### src/sv/hps_pkg.sv
// hps_pkg: pattern tables, codes and helper functions for the haptic
// pattern sequencer. No dependencies; used by the interfaces and the top level.
package hps_pkg;

    localparam int PAT_SLOTS   = 7;
    localparam int MAX_STEPS   = 6;
    localparam int MS_W        = 10;
    localparam int ELAPSED_W   = 13;
    localparam int DUTY_W      = 8;
    localparam int PAT_W       = 3;
    localparam int STEP_W      = 3;
    localparam int CFG_IDX_W   = 2;
    localparam int CFG_DATA_W  = 13;

    typedef logic [MS_W-1:0]      t_ms;
    typedef logic [ELAPSED_W-1:0] t_elapsed;
    typedef logic [DUTY_W-1:0]    t_duty;
    typedef logic [PAT_W-1:0]     t_pat;
    typedef logic [STEP_W-1:0]    t_step;

    typedef enum logic {
        REQ_TICK = 1'b0,
        REQ_PLAY = 1'b1
    } t_req;

    typedef enum logic [CFG_IDX_W-1:0] {
        CFG_DUTY_FULL   = 2'd0,
        CFG_DUTY_SOFT   = 2'd1,
        CFG_LOOP_WINDOW = 2'd2
    } t_cfg_idx;

    localparam t_duty    DUTY_FULL_RST   = 8'd255;
    localparam t_duty    DUTY_SOFT_RST   = 8'd128;
    localparam t_elapsed LOOP_WINDOW_RST = 13'd5000;
    localparam t_elapsed ELAPSED_MAX     = 13'd8191;

    localparam t_ms ON_MS [PAT_SLOTS][MAX_STEPS] = '{
        '{10'd150, 10'd150, 10'd150, 10'd0,   10'd0,   10'd0},
        '{10'd500, 10'd200, 10'd0,   10'd0,   10'd0,   10'd0},
        '{10'd150, 10'd150, 10'd0,   10'd0,   10'd0,   10'd0},
        '{10'd250, 10'd250, 10'd250, 10'd0,   10'd0,   10'd0},
        '{10'd200, 10'd200, 10'd200, 10'd200, 10'd0,   10'd0},
        '{10'd80,  10'd80,  10'd80,  10'd80,  10'd80,  10'd600},
        '{10'd100, 10'd100, 10'd350, 10'd0,   10'd0,   10'd0}
    };

    localparam t_ms OFF_MS [PAT_SLOTS][MAX_STEPS] = '{
        '{10'd80,  10'd80,  10'd500, 10'd0,   10'd0,   10'd0},
        '{10'd150, 10'd650, 10'd0,   10'd0,   10'd0,   10'd0},
        '{10'd100, 10'd0,   10'd0,   10'd0,   10'd0,   10'd0},
        '{10'd150, 10'd150, 10'd0,   10'd0,   10'd0,   10'd0},
        '{10'd100, 10'd100, 10'd100, 10'd0,   10'd0,   10'd0},
        '{10'd60,  10'd60,  10'd60,  10'd60,  10'd200, 10'd0},
        '{10'd80,  10'd80,  10'd0,   10'd0,   10'd0,   10'd0}
    };

    localparam t_step STEP_COUNT [PAT_SLOTS] = '{
        3'd3, 3'd2, 3'd2, 3'd3, 3'd4, 3'd6, 3'd3
    };
    localparam logic [PAT_SLOTS-1:0] IS_SOFT = 7'b0001100;  // bit p = pattern p
    localparam logic [PAT_SLOTS-1:0] IS_LOOP = 7'b0000011;

    function automatic t_ms on_ms(input t_pat p, input t_step s);
        t_ms v;
        v = '0;
        if (int'(p) < PAT_SLOTS && int'(s) < MAX_STEPS) begin
            v = ON_MS[p][s];
        end
        return v;
    endfunction

    function automatic t_ms off_ms(input t_pat p, input t_step s);
        t_ms v;
        v = '0;
        if (int'(p) < PAT_SLOTS && int'(s) < MAX_STEPS) begin
            v = OFF_MS[p][s];
        end
        return v;
    endfunction

    function automatic t_step step_count(input t_pat p);
        t_step v;
        v = '0;
        if (int'(p) < PAT_SLOTS) begin
            v = STEP_COUNT[p];
        end
        return v;
    endfunction

    function automatic logic is_soft(input t_pat p);
        logic v;
        v = 1'b0;
        if (int'(p) < PAT_SLOTS) begin
            v = IS_SOFT[p];
        end
        return v;
    endfunction

    function automatic logic is_loop(input t_pat p);
        logic v;
        v = 1'b0;
        if (int'(p) < PAT_SLOTS) begin
            v = IS_LOOP[p];
        end
        return v;
    endfunction

endpackage

### src/sv/hps_if.sv
// Handshake channel interfaces of the haptic pattern sequencer: request,
// result and configuration write. Depends on hps_pkg.
interface hps_req_if;
    logic                 valid;
    logic                 ready;
    logic                 req_type;
    hps_pkg::t_pat        pattern;
    modport source (output valid, output req_type, output pattern, input ready);
    modport sink   (input valid, input req_type, input pattern, output ready);
endinterface

interface hps_res_if;
    logic                 valid;
    logic                 ready;
    hps_pkg::t_duty       duty;
    logic                 busy_res;
    modport source (output valid, output duty, output busy_res, input ready);
    modport sink   (input valid, input duty, input busy_res, output ready);
endinterface

interface hps_cfg_if;
    logic                              valid;
    logic                              ready;
    logic [hps_pkg::CFG_IDX_W-1:0]     index;
    logic [hps_pkg::CFG_DATA_W-1:0]    data;
    modport source (output valid, output index, output data, input ready);
    modport sink   (input valid, input index, input data, output ready);
endinterface

### src/sv/haptic_pattern_sequencer.sv
// Haptic pattern sequencer top level: timer state, pattern stepping and the
// result register. Depends on hps_pkg and the channels in hps_if.sv.
//
// Usage:
//   i_req carries items: a 1 ms tick (req_type 0) or a play request
//   (req_type 1, pattern id). A play aborts the running pattern; ids at or
//   above NUM_PATTERNS leave the block idle. Every item yields one result on
//   o_res: the motor duty after that item and a busy flag.
//   i_cfg writes duty_full (0), duty_soft (1) and loop_window_ms (2); other
//   indexes are dropped. It is always ready; write only while idle.
//   Latency: the result is valid the cycle after the item is accepted.
//   Throughput: one item per cycle; the state update is a single pass of
//   table lookup and a 10-bit decrement between the state registers.
//   Stall: the result register holds while o_res.ready is low; i_req.ready
//   stays high as long as that register is empty or being drained.
//   Reset (i_rst_n low, synchronous): idle, registers at 255, 128 and 5000,
//   no result pending; the duty and busy result registers are not reset.
module haptic_pattern_sequencer #(
    parameter int NUM_PATTERNS = 7
) (
    input  logic      i_clk,
    input  logic      i_rst_n,
    hps_req_if.sink   i_req,
    hps_res_if.source o_res,
    hps_cfg_if.sink   i_cfg
);

    // configuration
    hps_pkg::t_duty    r_duty_full;
    hps_pkg::t_duty    r_duty_soft;
    hps_pkg::t_elapsed r_loop_window;

    // sequencer state
    logic              r_active,  n_active;
    hps_pkg::t_pat     r_pat,     n_pat;
    hps_pkg::t_step    r_step,    n_step;
    logic              r_off,     n_off;
    hps_pkg::t_ms      r_rem,     n_rem;
    hps_pkg::t_elapsed r_elapsed, n_elapsed;

    // result register
    logic              r_out_valid;
    hps_pkg::t_duty    r_duty,    n_duty;
    logic              r_busy;

    logic              in_accept;
    hps_pkg::t_step    step_inc;
    hps_pkg::t_ms      rem_dec;
    hps_pkg::t_ms      off_val;
    hps_pkg::t_elapsed elapsed_inc;

    assign i_req.ready = !r_out_valid || o_res.ready;
    assign in_accept   = i_req.valid && i_req.ready;
    assign i_cfg.ready = 1'b1;

    assign o_res.valid    = r_out_valid;
    assign o_res.duty     = r_duty;
    assign o_res.busy_res = r_busy;

    assign step_inc    = r_step + 3'd1;
    assign rem_dec     = (r_rem != '0) ? r_rem - 10'd1 : '0;
    assign off_val     = hps_pkg::off_ms(r_pat, r_step);
    assign elapsed_inc = (r_elapsed < hps_pkg::ELAPSED_MAX) ? r_elapsed + 13'd1 : r_elapsed;

    always_comb begin
        n_active  = r_active;
        n_pat     = r_pat;
        n_step    = r_step;
        n_off     = r_off;
        n_rem     = r_rem;
        n_elapsed = r_elapsed;
        if (i_req.req_type == hps_pkg::REQ_PLAY) begin
            n_active  = 1'b0;
            n_off     = 1'b0;
            n_rem     = '0;
            n_step    = '0;
            n_elapsed = '0;
            if (int'(i_req.pattern) < NUM_PATTERNS) begin
                n_pat = i_req.pattern;
                // zero window: a looping pattern plays nothing
                if (!(hps_pkg::is_loop(i_req.pattern) && r_loop_window == '0)) begin
                    n_active = 1'b1;
                    n_rem    = hps_pkg::on_ms(i_req.pattern, '0);
                end
            end
        end else if (r_active) begin
            n_elapsed = elapsed_inc;
            n_rem     = rem_dec;
            if (rem_dec == '0) begin
                if (!r_off && off_val != '0) begin
                    n_off = 1'b1;
                    n_rem = off_val;
                end else begin
                    n_step = step_inc;
                    n_off  = 1'b0;
                    if (step_inc >= hps_pkg::step_count(r_pat)) begin
                        if (hps_pkg::is_loop(r_pat) && elapsed_inc < r_loop_window) begin
                            n_step = '0;
                            n_rem  = hps_pkg::on_ms(r_pat, '0);
                        end else begin
                            n_active = 1'b0;
                            n_rem    = '0;
                        end
                    end else begin
                        n_rem = hps_pkg::on_ms(r_pat, step_inc);
                    end
                end
            end
        end
    end

    always_comb begin
        n_duty = '0;
        if (n_active && !n_off) begin
            n_duty = hps_pkg::is_soft(n_pat) ? r_duty_soft : r_duty_full;
        end
    end

    always_ff @(posedge i_clk) begin
        if (!i_rst_n) begin
            r_duty_full   <= hps_pkg::DUTY_FULL_RST;
            r_duty_soft   <= hps_pkg::DUTY_SOFT_RST;
            r_loop_window <= hps_pkg::LOOP_WINDOW_RST;
        end else if (i_cfg.valid) begin
            case (i_cfg.index)
                hps_pkg::CFG_DUTY_FULL:   r_duty_full   <= i_cfg.data[hps_pkg::DUTY_W-1:0];
                hps_pkg::CFG_DUTY_SOFT:   r_duty_soft   <= i_cfg.data[hps_pkg::DUTY_W-1:0];
                hps_pkg::CFG_LOOP_WINDOW: r_loop_window <= i_cfg.data;
                default: ;
            endcase
        end
    end

    always_ff @(posedge i_clk) begin
        if (!i_rst_n) begin
            r_active  <= 1'b0;
            r_pat     <= '0;
            r_step    <= '0;
            r_off     <= 1'b0;
            r_rem     <= '0;
            r_elapsed <= '0;
        end else if (in_accept) begin
            r_active  <= n_active;
            r_pat     <= n_pat;
            r_step    <= n_step;
            r_off     <= n_off;
            r_rem     <= n_rem;
            r_elapsed <= n_elapsed;
        end
    end

    always_ff @(posedge i_clk) begin
        if (!i_rst_n) begin
            r_out_valid <= 1'b0;
        end else if (in_accept) begin
            r_out_valid <= 1'b1;
        end else if (o_res.ready) begin
            r_out_valid <= 1'b0;
        end
    end

    always_ff @(posedge i_clk) begin
        if (in_accept) begin
            r_duty <= n_duty;
            r_busy <= n_active;
        end
    end

endmodule
### src/flat_wrapper.sv
// flat-port wrapper written by rule: the top's interface ports become plain ports
module haptic_pattern_sequencer_flat 
#(
    parameter int NUM_PATTERNS = 7
)
  (i_clk, i_rst_n, i_req_valid, i_req_req_type, i_req_pattern, i_req_ready, o_res_valid, o_res_duty, o_res_busy_res, o_res_ready, i_cfg_valid, i_cfg_index, i_cfg_data, i_cfg_ready);
  hps_req_if i_req_i ();
  hps_res_if o_res_i ();
  hps_cfg_if i_cfg_i ();
  input  logic i_clk;
  input  logic i_rst_n;
  input wire logic [$bits(i_req_i.valid)-1:0] i_req_valid;
  input wire logic [$bits(i_req_i.req_type)-1:0] i_req_req_type;
  input wire logic [$bits(i_req_i.pattern)-1:0] i_req_pattern;
  output wire logic [$bits(i_req_i.ready)-1:0] i_req_ready;
  output wire logic [$bits(o_res_i.valid)-1:0] o_res_valid;
  output wire logic [$bits(o_res_i.duty)-1:0] o_res_duty;
  output wire logic [$bits(o_res_i.busy_res)-1:0] o_res_busy_res;
  input wire logic [$bits(o_res_i.ready)-1:0] o_res_ready;
  input wire logic [$bits(i_cfg_i.valid)-1:0] i_cfg_valid;
  input wire logic [$bits(i_cfg_i.index)-1:0] i_cfg_index;
  input wire logic [$bits(i_cfg_i.data)-1:0] i_cfg_data;
  output wire logic [$bits(i_cfg_i.ready)-1:0] i_cfg_ready;
  assign i_req_i.valid = i_req_valid;
  assign i_req_i.req_type = i_req_req_type;
  assign i_req_i.pattern = i_req_pattern;
  assign i_req_ready = i_req_i.ready;
  assign o_res_valid = o_res_i.valid;
  assign o_res_duty = o_res_i.duty;
  assign o_res_busy_res = o_res_i.busy_res;
  assign o_res_i.ready = o_res_ready;
  assign i_cfg_i.valid = i_cfg_valid;
  assign i_cfg_i.index = i_cfg_index;
  assign i_cfg_i.data = i_cfg_data;
  assign i_cfg_ready = i_cfg_i.ready;
  haptic_pattern_sequencer #(.NUM_PATTERNS(NUM_PATTERNS)) u_core (.i_clk(i_clk), .i_rst_n(i_rst_n), .i_req(i_req_i), .o_res(o_res_i), .i_cfg(i_cfg_i));
endmodule
### config.mk
export PLATFORM = sky130hd
export DESIGN_NAME = haptic_pattern_sequencer_flat
export DESIGN_NICKNAME = d
export VERILOG_FILES = /design/src/sv/hps_pkg.sv /design/src/sv/hps_if.sv /design/src/sv/haptic_pattern_sequencer.sv /design/src/flat_wrapper.sv
export SDC_FILE = /design/constraint.sdc
export NUM_CORES = 1
export LEC_CHECK = 0
export CAP_MARGIN = 20
export CORE_MARGIN = 10
export CORE_UTILIZATION = 45
export DETAILED_ROUTE_END_ITERATION = 6
export DONT_BUFFER_PORTS = 1
export HOLD_SLACK_MARGIN = 0.05
export PLACE_DENSITY = 0.63
export SLEW_MARGIN = 10
export SYNTH_ARGS = -nofsm -noshare
export SYNTH_HDL_FRONTEND = slang
export SYNTH_SLANG_ARGS = --single-unit
### constraint.sdc
create_clock -name i_clk -period 7.9 [get_ports i_clk]
set_input_delay 0.79 -clock i_clk [delete_from_list [all_inputs] [get_ports i_clk]]
set_output_delay 0.79 -clock i_clk [all_outputs]
set_load 0.01 [all_outputs]
==> results.sh <==
export IMPL_rr_worst_depth=14
export IMPL_powerDensity_nw_per_um2=183
export IMPL_crit_arrival_ns=4.07
export IMPL_clkLatencyLatePin_ns=0.34
export IMPL_nets=682
export IMPL_syn_to_final_growth_pct=5.74
export IMPL_ys_warn_count=0
export IMPL_cts_htree_levels=3
export IMPL_avgSynthCellArea_um2=7.78
export IMPL_wl_um=14100
export IMPL_core_area_um2=11300
export IMPL_synth_area_leader_cell="dfxtp_1"
export IMPL_gp_congestion=0.960
export IMPL_hold_violations=0
export IMPL_synthTopCellsByArea="dfxtp_1, ha_1, nand2_1, edfxtp_1, mux2i_1"
export IMPL_grt_overflow=0
export IMPL_ys_seq_area_share_pct=29.3
export IMPL_grt_antenna_before_repair=0
export IMPL_power_frac_seq_pct=40.7
export IMPL_cts_buffers=9
export IMPL_num_vias=4738
export IMPL_maxSlewHeadroom_pct=28.0
export IMPL_fp_dieH_um=127
export IMPL_power_frac_clock_pct=39.5
export IMPL_crit_required_ns=7.97
export IMPL_synth_edf_count=9
export IMPL_setup_violations_final=0
export IMPL_drive_gt1_share_pct=6.12
export IMPL_rsz0062_at_grt="no"
export IMPL_p_sw_share_pct=32.0
export IMPL_worstHoldPathCells=2
export IMPL_cts_root_buf="clkbuf_16"
export IMPL_p_comb_share_pct=19.7
export IMPL_async_reset_ff_share_pct=0
export IMPL_fin_skew_ns=0.00509
export IMPL_yosysMostFrequentCell="nand2_1"
export IMPL_dpl_worst_slack_ns=3.91
export IMPL_grt_first_pass_wirelength_um=22400
export IMPL_dr_first_iter_drc_count=412
export IMPL_status="finished, final reports clean"
export IMPL_cts_num_sinks=71
export IMPL_tns_ns=0
export IMPL_finalCritPeriodShare_pct=50.7
export IMPL_crit_type="reg2reg"
export IMPL_worst_pin_slew_ns=1.08
export IMPL_timing_fmax_mhz=250
export IMPL_die_area_um2=16200
export IMPL_netSwitchingPower_uw=321
export IMPL_fin_crit_ns=4.01
export IMPL_synthFlopType="dfxtp_1"
export IMPL_die_w_um=127
export IMPL_viasPerCell=6.07
export IMPL_cts_hold_buf=0
export IMPL_drt_pass1_iterations=5
export IMPL_wl_per_cell_um=18.1
export IMPL_clockBufferDepth=2
export IMPL_antenna_cells=0
export IMPL_hpwl_um=10300
export IMPL_drv_cap=0
export IMPL_maxSlewViolCount=0
export IMPL_path_clk_slew_ns=0.06
export IMPL_synthCells=664
export IMPL_io_pins=36
export IMPL_synth_seq_cells=71
export IMPL_p_leak_nw=2.13
export IMPL_grt_total_usage_pct=16.7
export IMPL_cts_resized=0
export IMPL_worstSetupStartpointType="flop"
export IMPL_grt_max_degree=67
export IMPL_initial_core_util_pct=45.6
export IMPL_grt_pass1_vias=4480
export IMPL_cts_tree="done"
export IMPL_synth_area_um2=5160
export IMPL_intPower_uw=681
export IMPL_hp_class="reg2reg"
export IMPL_peakVddDrop_v=0.000129
export IMPL_post_cts_buffers=0
export IMPL_ys_types=82
export IMPL_crit_fanout=9
export IMPL_synth_common_cells="nand2_1, dfxtp_1, nor2_1, a21oi_1, nor3_1"
export IMPL_port_buffers=0
export IMPL_fin_ws_ns=3.89
export IMPL_cp_end_kind="flop"
export IMPL_drcViolationCount=0
export IMPL_yosysTopAreaCellShare_pct=24.0
export IMPL_syn_num_nets=714
export IMPL_postRouteAntennaNets=0
export IMPL_fp_row_count=39
==> kinds of logic (layout without fill, tap and decap cells) <==
family,Yosys count,count (layout),synth area share (%)
compound gates,177,177,23.9
xor+xnor,14,14,2.37
fa+ha+maj,26,26,6.30
buf+inv,81,54,6.37
flops,71,71,29.3
mux,21,21,4.22
other cells,1,1,0.0726
simple gates,273,273,27.5
==> cells in the final DEF, fill, tap and decap left out, drive strengths merged, types with 7 or more instances in the layout <==
cell type	Yosys	final
a21oi	35	35
nand4	7	7
nor3	37	37
inv	33	39
a21boi	13	13
o21ai	37	37
ha	26	26
xor2	7	7
clkbuf	33	9
nand2	82	82
dfxtp	62	62
edfxtp	9	9
nand2b	10	10
nor2b	25	25
mux2i	18	18
nor2	36	36
a31oi	13	13
nand3	30	30
xnor2	7	7
a22oi	8	8
o211ai	11	11
==> area by class of cell <==
class / instances / area, um2
Inverter: 33 / 124
Tap cell: 143 / 179
Fill cell: 1109 / 5860
Clock inverter: 7 / 60.1
Timing Repair Buffer: 5 / 37.5
Sequential cell: 71 / 1510
Multi-Input combinational cell: 512 / 3320
Clock buffer: 9 / 225
==> power groups by stage <==
stage / Clock (mW) / Sequential [mW] / Combinational [mW]
after floorplan: 0 / 0.404 / 0.167
after global placement: 0 / 0.415 / 0.191
after CTS: 0.404 / 0.408 / 0.194
after detailed placement: 0 / 0.416 / 0.193
after global routing: 0.420 / 0.410 / 0.217
final: 0.396 / 0.408 / 0.197
==> layer usage <==
| layer | share of wire [%] | vias to the layer above | track usage (%) |
|---|---|---|---|
| met2 | 47 | 141 | 26.8 |
| li1 | - | 2345 | - |
| met1 | 45 | 2228 | 20.7 |
| met3 | 5.4 | 24 | 4.05 |
| met5 | 0 | - | 0 |
| met4 | 2.3 | 0 | 7.43 |
==> path summary, 6_finish.rpt <==
kind                                                    startpoint                                 end  slack (ns)
worst min-delay path            u_core.r_duty_full[3]$_SDFFE_PN1P_  u_core.r_duty_full[3]$_SDFFE_PN1P_        0.47
worst min register to register  u_core.r_duty_full[3]$_SDFFE_PN1P_  u_core.r_duty_full[3]$_SDFFE_PN1P_        0.47
worst max register to register    u_core.r_elapsed[0]$_SDFFE_PN0P_  u_core.o_res.duty[7]$_SDFFCE_PN0P_        3.89
worst max-delay path              u_core.r_elapsed[0]$_SDFFE_PN0P_  u_core.o_res.duty[7]$_SDFFCE_PN0P_        3.89
==> through the flow <==
| stage | std cells | hold WS, ns | total power [mW] | cell area [um2] | utilization [%] |
|---|---|---|---|---|---|
| floorplan | 664 | 0.440 | 0.572 | 5160 | - |
| global placement | 764 | 0.447 | 0.606 | 5170 | 45.7 |
| detailed placement | 764 | 0.455 | 0.609 | 5170 | 45.7 |
| CTS | 780 | 0.470 | 1.01 | 5460 | 48.2 |
| global route | 780 | 0.490 | 1.05 | 5460 | 48.2 |
| finish | 780 | 0.467 | 1.00 | 5460 | 48.2 |
==> state kept, by name, indices dropped and copies added, names as in the netlist, named ones only <==
name and flops:
u_core.r_off 1, u_core.r_loop_window 13, u_core.r_duty_soft 8, u_core.r_step 3, u_core.r_pat 3, u_core.o_res.valid 1
u_core.o_res.duty 8, u_core.r_elapsed 13, u_core.r_rem 10, u_core.r_active 1, u_core.o_res.busy_res 1, u_core.r_duty_full 8
==> critical path: stages (launching register included) <==
cell      delay (ns)
dfxtp_1         0.43
ha_1            0.19
inv_1           0.06
nor3_1          0.46
or3b_1          0.49
nor2_1          0.31
xor2_1          0.12
ha_1            0.32
nand4_1         0.15
nor3_1          0.29
o211ai_1        0.18
nand3_1         0.13
nand3_1         0.09
o21ai_2         0.39
nor3_1          0.13
Note: power is estimated with default switching activity, not from simulation.
